**config.mk**
```make
export PLATFORM = sky130hd
export DESIGN_NAME = sgfa_front
export DESIGN_NICKNAME = d
export VERILOG_FILES = /design/src/sv/sgfa_pkg.sv /design/src/sv/sgfa_front.sv
export SDC_FILE = /design/constraint.sdc
export NUM_CORES = 1
export LEC_CHECK = 0
export BUFFER_PORTS_ARGS = -buffer_cell sky130_fd_sc_hd__buf_2
export CAP_MARGIN = 20
export CORE_UTILIZATION = 60
export CTS_BUF_LIST = sky130_fd_sc_hd__clkbuf_8
export DETAILED_ROUTE_END_ITERATION = 8
export GPL_TIMING_DRIVEN = 0
export PLACE_DENSITY = 0.82
export SLEW_MARGIN = 20
export SYNTH_ARGS = -nofsm -noshare
export SYNTH_HDL_FRONTEND = slang
export SYNTH_SLANG_ARGS = --single-unit
```
**constraint.sdc**
```tcl
create_clock -name clk -period 9.4 [get_ports clk]
set_input_delay 1.88 -clock clk [delete_from_list [all_inputs] [get_ports clk]]
set_output_delay 1.88 -clock clk [all_outputs]
set_load 0.005 [all_outputs]
```
**src/sv/sgfa_pkg.sv**
```systemverilog
// sgfa_pkg: shared types, constants and the seed table for the softened gravity
// force accumulator. no dependencies.
package sgfa_pkg;

  localparam int CoordW = 48;
  localparam int MagW   = 49;
  localparam int R2W    = 98;
  localparam int MulW   = 34;
  localparam int ProdW  = 2 * MulW;
  localparam int PW     = 81;
  localparam int QW     = 113;
  localparam int ShW    = QW + 32;
  localparam int QDepth = 4;
  localparam int QPtrW  = $clog2(QDepth);

  localparam logic [47:0] SOFTENING_SQ_RESET  = 48'd429497;
  localparam logic [31:0] PARTICLE_MASS_RESET = 32'd4294967;

  typedef logic signed [CoordW-1:0] coord_t;

  typedef struct packed {
    coord_t target_x;
    coord_t target_y;
    coord_t target_z;
    coord_t source_x;
    coord_t source_y;
    coord_t source_z;
    logic   first_pair;
    logic   last_pair;
  } in_t;

  typedef struct packed {
    coord_t accel_x;
    coord_t accel_y;
    coord_t accel_z;
    logic   overflow;
  } out_t;

  // one queued request: separation magnitudes and signs plus flags
  typedef struct packed {
    logic [MagW-1:0] mag_x;
    logic [MagW-1:0] mag_y;
    logic [MagW-1:0] mag_z;
    logic            neg_x;
    logic            neg_y;
    logic            neg_z;
    logic            first_pair;
    logic            last_pair;
  } pair_t;

  typedef enum logic {
    CFG_SOFTENING_SQ  = 1'b0,
    CFG_PARTICLE_MASS = 1'b1
  } cfg_idx_t;

  typedef enum logic [3:0] {
    ST_IDLE,
    ST_SQUARE,
    ST_NORM,
    ST_NEWTON,
    ST_CUBE,
    ST_FORCE,
    ST_SHIFT,
    ST_ADD,
    ST_EMIT
  } state_t;

  // inverse square root seed, Q0.16, indexed by top four mantissa bits
  function automatic logic [15:0] seed(input logic [3:0] idx);
    logic [15:0] v;
    unique case (idx)
      4'd0, 4'd1, 4'd2, 4'd3: v = 16'd65535;
      4'd4:  v = 16'd61788;
      4'd5:  v = 16'd55889;
      4'd6:  v = 16'd51411;
      4'd7:  v = 16'd47861;
      4'd8:  v = 16'd44957;
      4'd9:  v = 16'd42525;
      4'd10: v = 16'd40450;
      4'd11: v = 16'd38651;
      4'd12: v = 16'd37073;
      4'd13: v = 16'd35673;
      4'd14: v = 16'd34421;
      4'd15: v = 16'd33292;
      default: v = 16'd65535;
    endcase
    return v;
  endfunction

endpackage

```
**src/sv/sgfa_front.sv**
```systemverilog
// sgfa_front: accepts requests, forms separation magnitudes and signs and
// queues them for the back end. depends on sgfa_pkg.
module sgfa_front (
  input  logic             clk,
  input  logic             rst,
  input  logic             in_valid,
  output logic             in_stall,
  input  sgfa_pkg::in_t    in_data,
  input  logic             pop,
  output logic             item_valid,
  output sgfa_pkg::pair_t  item
);

  sgfa_pkg::pair_t                 queue [sgfa_pkg::QDepth];
  logic [sgfa_pkg::QPtrW-1:0]      wr_ptr;
  logic [sgfa_pkg::QPtrW-1:0]      rd_ptr;
  logic [sgfa_pkg::QPtrW:0]        count;
  logic                            push;
  logic                            do_pop;
  sgfa_pkg::pair_t                 entry;
  logic signed [sgfa_pkg::MagW-1:0] dx, dy, dz;

  assign dx = sgfa_pkg::MagW'(in_data.target_x) - sgfa_pkg::MagW'(in_data.source_x);
  assign dy = sgfa_pkg::MagW'(in_data.target_y) - sgfa_pkg::MagW'(in_data.source_y);
  assign dz = sgfa_pkg::MagW'(in_data.target_z) - sgfa_pkg::MagW'(in_data.source_z);

  always_comb begin
    entry.neg_x      = dx[sgfa_pkg::MagW-1];
    entry.neg_y      = dy[sgfa_pkg::MagW-1];
    entry.neg_z      = dz[sgfa_pkg::MagW-1];
    entry.mag_x      = entry.neg_x ? -dx : dx;
    entry.mag_y      = entry.neg_y ? -dy : dy;
    entry.mag_z      = entry.neg_z ? -dz : dz;
    entry.first_pair = in_data.first_pair;
    entry.last_pair  = in_data.last_pair;
  end

  assign in_stall   = (count == (sgfa_pkg::QPtrW+1)'(sgfa_pkg::QDepth));
  assign push       = in_valid && !in_stall;
  assign item_valid = (count != '0);
  assign item       = queue[rd_ptr];
  assign do_pop     = pop && item_valid;

  always_ff @(posedge clk) begin
    if (push) begin
      queue[wr_ptr] <= entry;
    end
  end

  always_ff @(posedge clk) begin
    if (rst) begin
      wr_ptr <= '0;
      rd_ptr <= '0;
      count  <= '0;
    end else begin
      if (push) begin
        wr_ptr <= wr_ptr + 1'b1;
      end
      if (do_pop) begin
        rd_ptr <= rd_ptr + 1'b1;
      end
      if (push && !do_pop) begin
        count <= count + 1'b1;
      end else if (!push && do_pop) begin
        count <= count - 1'b1;
      end
    end
  end

endmodule

```
==> results.md <==
* Synth top area cells: edfxtp_1 51%, mux4_2 9.6%, ha_1 5.4%
* Cell variety after synth at around 120
* DIE HEIGHT at between 200 and 250 um
* Mapped Cells at roughly 2,900
* Post-route clock period utilization at 64.9%
* Clock-pin slew on the worst setup and hold paths at approximately 0.060 ns
* Crit path DAT at about 6.5 ns
* Worst path required time at between 9 and 10 ns
* I/O pin count at 448
* Net Sw Frac at 33.0%
* Run status: finished, final reports clean
* Ys async rst share at 0%
* Vias in the first global route at between 20,000 and 30,000
* Most frequent cells in the layout: 608 x edfxtp_1, 467 x buf_2, 210 x inv_1
* Max cap viols at 0
* Sequential fraction of the synthesis area at 51.9%
* Per-cell routed wire length at ~23 um
* # hold bufs at CTS at 0
* Most used cell, CP: o21ai_1
* Setup slack after placement at 2.78 ns
* Setup repair bufs after CTS at 0
* Pin count of the biggest net entering global routing at approximately 50
* Worst slew pin tran at ~0.96 ns
* First drt pass iteration count at 5
* Synth Warn # at 0
* GRT overflow at 0
* Power share of the sequential group at between 40% and 50%
* NetSw at around 3100 uW
* Avg Synthesized Cell Area at between 10 and 15 um2
* DR vias/cell at approximately 6.3
* Clock Root Buffer: clkbuf_8
* Clock Skews at between 0.05 and 0.06 ns
* Share of post-route cells with drive strength above 1 at between 20% and 30%
* Share of the synthesized area in the top cell type at slightly above 50%
* Number of fillers in the final layout at between 4,000 and 5,000
* Post-route minimum period at 6.10 ns
* Clk Latency, worst-skew pair at between 0.7 and 0.8 ns
* Leak pwr at approximately 0.016 uW
* Initial antenna violation count at 3
* Max-slew violations at 0
* FF-to-FF Start: count[0]$_SDFFE_PP0P_
* M3 GR Usage at about 5.5%
* Placed wire-length estimate at between 70,000 and 80,000 um
* ANT nets after route at 0
* Commonest non-fill, non-tap cell in the layout: edfxtp_1
* Critical Path, Cell by Cell: buf_2 -> inv_1 -> ha_1 -> clkbuf_1 -> nand4_1 -> a2111oi_0 -> o21ai_1 -> a2111oi_2 -> o21ai_1 -> a31oi_1 -> o21a_1 -> o21ai_1 -> a21oi_2 -> inv_2 -> clkbuf_1 -> o31ai_1 -> xnor2_1
* Num rows at 88
* Worst hold slack at between 0.5 and 0.6 ns
* Die area at around 60,000 um2
* CP max stage cell: a2111oi_2
* Slowest stage delay, CP at between 0.6 and 0.7 ns
* WP buf/inv at 5
* Largest area contributor in the netlist: edfxtp_1
* Synth Flop Type: edfxtp_1
* CP Capture Type: register
* Final Cell Area at a little over 40,000 um2
* Setup slack, reg-to-reg at 6.93 ns
* Flops & latches, synth at around 620
* Clock share of power at about 24%
* EDFF count, synth at 608
* CTS tree: built
* Final Hold Vio Count at 0
* Post-CTS sizing at 0
* Area after DPL at 39,100 um2
* Routed vias at ~27,000
* Met2 usage in global routing at between 50% and 60%
* Launching element type of the critical path: input pin
* Worst-path fanout max at 13
* Synthesized area at about 36,000 um2
* Hold path start: count[2]$_SDFFE_PP0P_
* Core Footprint at between 50,000 and 60,000 um2
* Syn_nets at approximately 3,300
* Hold Path Class: reg -> reg
* Pwr dens at 230 nW/um2
* GRT Util Overall at between 30% and 40%
* Internal power at around 6300 uW
* Worst slew margin at approximately 34%
* Setup crit start: in_data[107]
* Fmax at 0.164 GHz
* Fin nets at between 3,000 and 4,000
* Combinational fraction of design power at a little over a third
* Busiest layer in global routing: met2
* Peak VDD IR at 0.186 mV
* Final GP Congestion at 0.949
* H-tree depth at 3
* Cell family with most CP delay: compound AO/OA/AOI/OAI gates
* Unrepaired setup endpoints after global routing: false
* Drt drc at 0
* Setup violations, final at 0
* DIE WIDTH at around 250 um
* Initial Utilization at about three fifths
* First-pass GRT wire length at approximately 150,000 um
* Final TNS setup at 0 ns
* PortBufs at 446
* Setup CP Type: in -> reg
* Num CTS Buffers at 95
* Area delta synth->final at 15.5%
* Clock sink count at around 600
* Max Root-Sink Buffers at 3
* Global routing usage on met1 at between 40% and 50%
* Setup ws final at 3.30 ns
* WL final at a little under 100,000 um
* Initial drt markers at ~2,500
==> layer usage <==
| layer | wire length, um | part of all wire, % |
|---|---|---|
| met2 | 47700 | 49 |
| met3 | 7180 | 7.3 |
| met5 | 13 | 0.013 |
| met4 | 3240 | 3.3 |
| met1 | 39500 | 41 |
==> cells in the mapped netlist (all sizes together), types with 7 or more instances <==
| cell type | n |
|---|---|
| xnor2 | 145 |
| dfxtp | 9 |
| a21oi | 197 |
| a31oi | 46 |
| buf | 45 |
| mux4 | 152 |
| nand2b | 12 |
| a211o | 9 |
| and2 | 26 |
| or2 | 18 |
| a21o | 52 |
| o21a | 31 |
| o2111ai | 8 |
| edfxtp | 608 |
| nand4 | 33 |
| and4 | 18 |
| a311oi | 8 |
| or4 | 9 |
| inv | 186 |
| nor2b | 19 |
| o221ai | 7 |
| nand3 | 53 |
| clkbuf | 59 |
| ha | 152 |
| o211ai | 16 |
| nor3b | 9 |
| o31ai | 26 |
| or3 | 24 |
| nor4 | 27 |
| and3 | 26 |
| a2111oi | 14 |
| nor2 | 164 |
| a211oi | 18 |
| a31o | 7 |
| nor3 | 53 |
| xor2 | 97 |
| o31a | 8 |
| a21boi | 11 |
| o21ai | 136 |
| nand2 | 193 |
| o21bai | 13 |
==> logic make-up after synthesis <==
family,Yosys count,synth area share [%]
AO/OA/AOI/OAI,680,13.1
XOR/XNOR,242,5.97
adder cells (fa/ha/maj),156,5.58
buffers and inverters,290,3.25
flip-flops,617,51.9
multiplexers,157,9.78
AND/OR/NAND/NOR,710,10.4
==> power groups by stage <==
| stage | Sequential, uW | Combinational (uW) | Clock [uW] |
|---|---|---|---|
| final | 3800 | 3340 | 2280 |
| after global routing | 3820 | 3570 | 2420 |
| after CTS | 3800 | 3330 | 2310 |
| after detailed placement | 3850 | 3300 | 0 |
| after global placement | 3900 | 3170 | 0 |
| after floorplan | 3850 | 2040 | 0 |
==> worst register-to-register path: stages, from the launching register on <==
cell,delay [ns]
dfxtp_1,0.42
nor3b_1,0.09
nor2b_1,0.11
clkbuf_1,0.31
and2_4,0.50
buf_16,0.32
buf_16,0.32
==> flip-flops by register name (all words and copies together), names as in the netlist, named ones only <==
name	flops
count	3
rd_ptr	2
wr_ptr	2
queue	608
==> metrics by stage <==
| stage | total power [uW] | instances | util (%) |
|---|---|---|---|
| after floorplan | 5880 | 2852 | - |
| after global placement | 7070 | 4063 | 66.6 |
| after detailed placement | 7150 | 4076 | 67.2 |
| after CTS | 9440 | 4250 | 70.5 |
| after global routing | 9810 | 4252 | 70.6 |
| final | 9420 | 4252 | 70.6 |
==> cell type report <==
class	count	area, um2	share of cell area (%)
clock inverters	78	628	1.53
clock buffers	96	1320	3.22
inverters	186	698	1.70
well taps	765	957	2.33
plain buffers	104	460	1.12
multi-input cells	1945	15900	38.9
flip-flops and latches	617	18400	44.9
diodes	2	5.00	0.0122
repair buffers	459	2570	6.26
==> path summary, 6_finish.rpt <==
path | to | cells past startpoint
max | queue[2][149]$_DFFE_PP_ | 17
max reg2reg | queue[3][40]$_DFFE_PP_ | 6
min | count[2]$_SDFFE_PP0P_ | 2
min reg2reg | count[2]$_SDFFE_PP0P_ | 2
No activity file was read; power rests on OpenSTA's default activity.
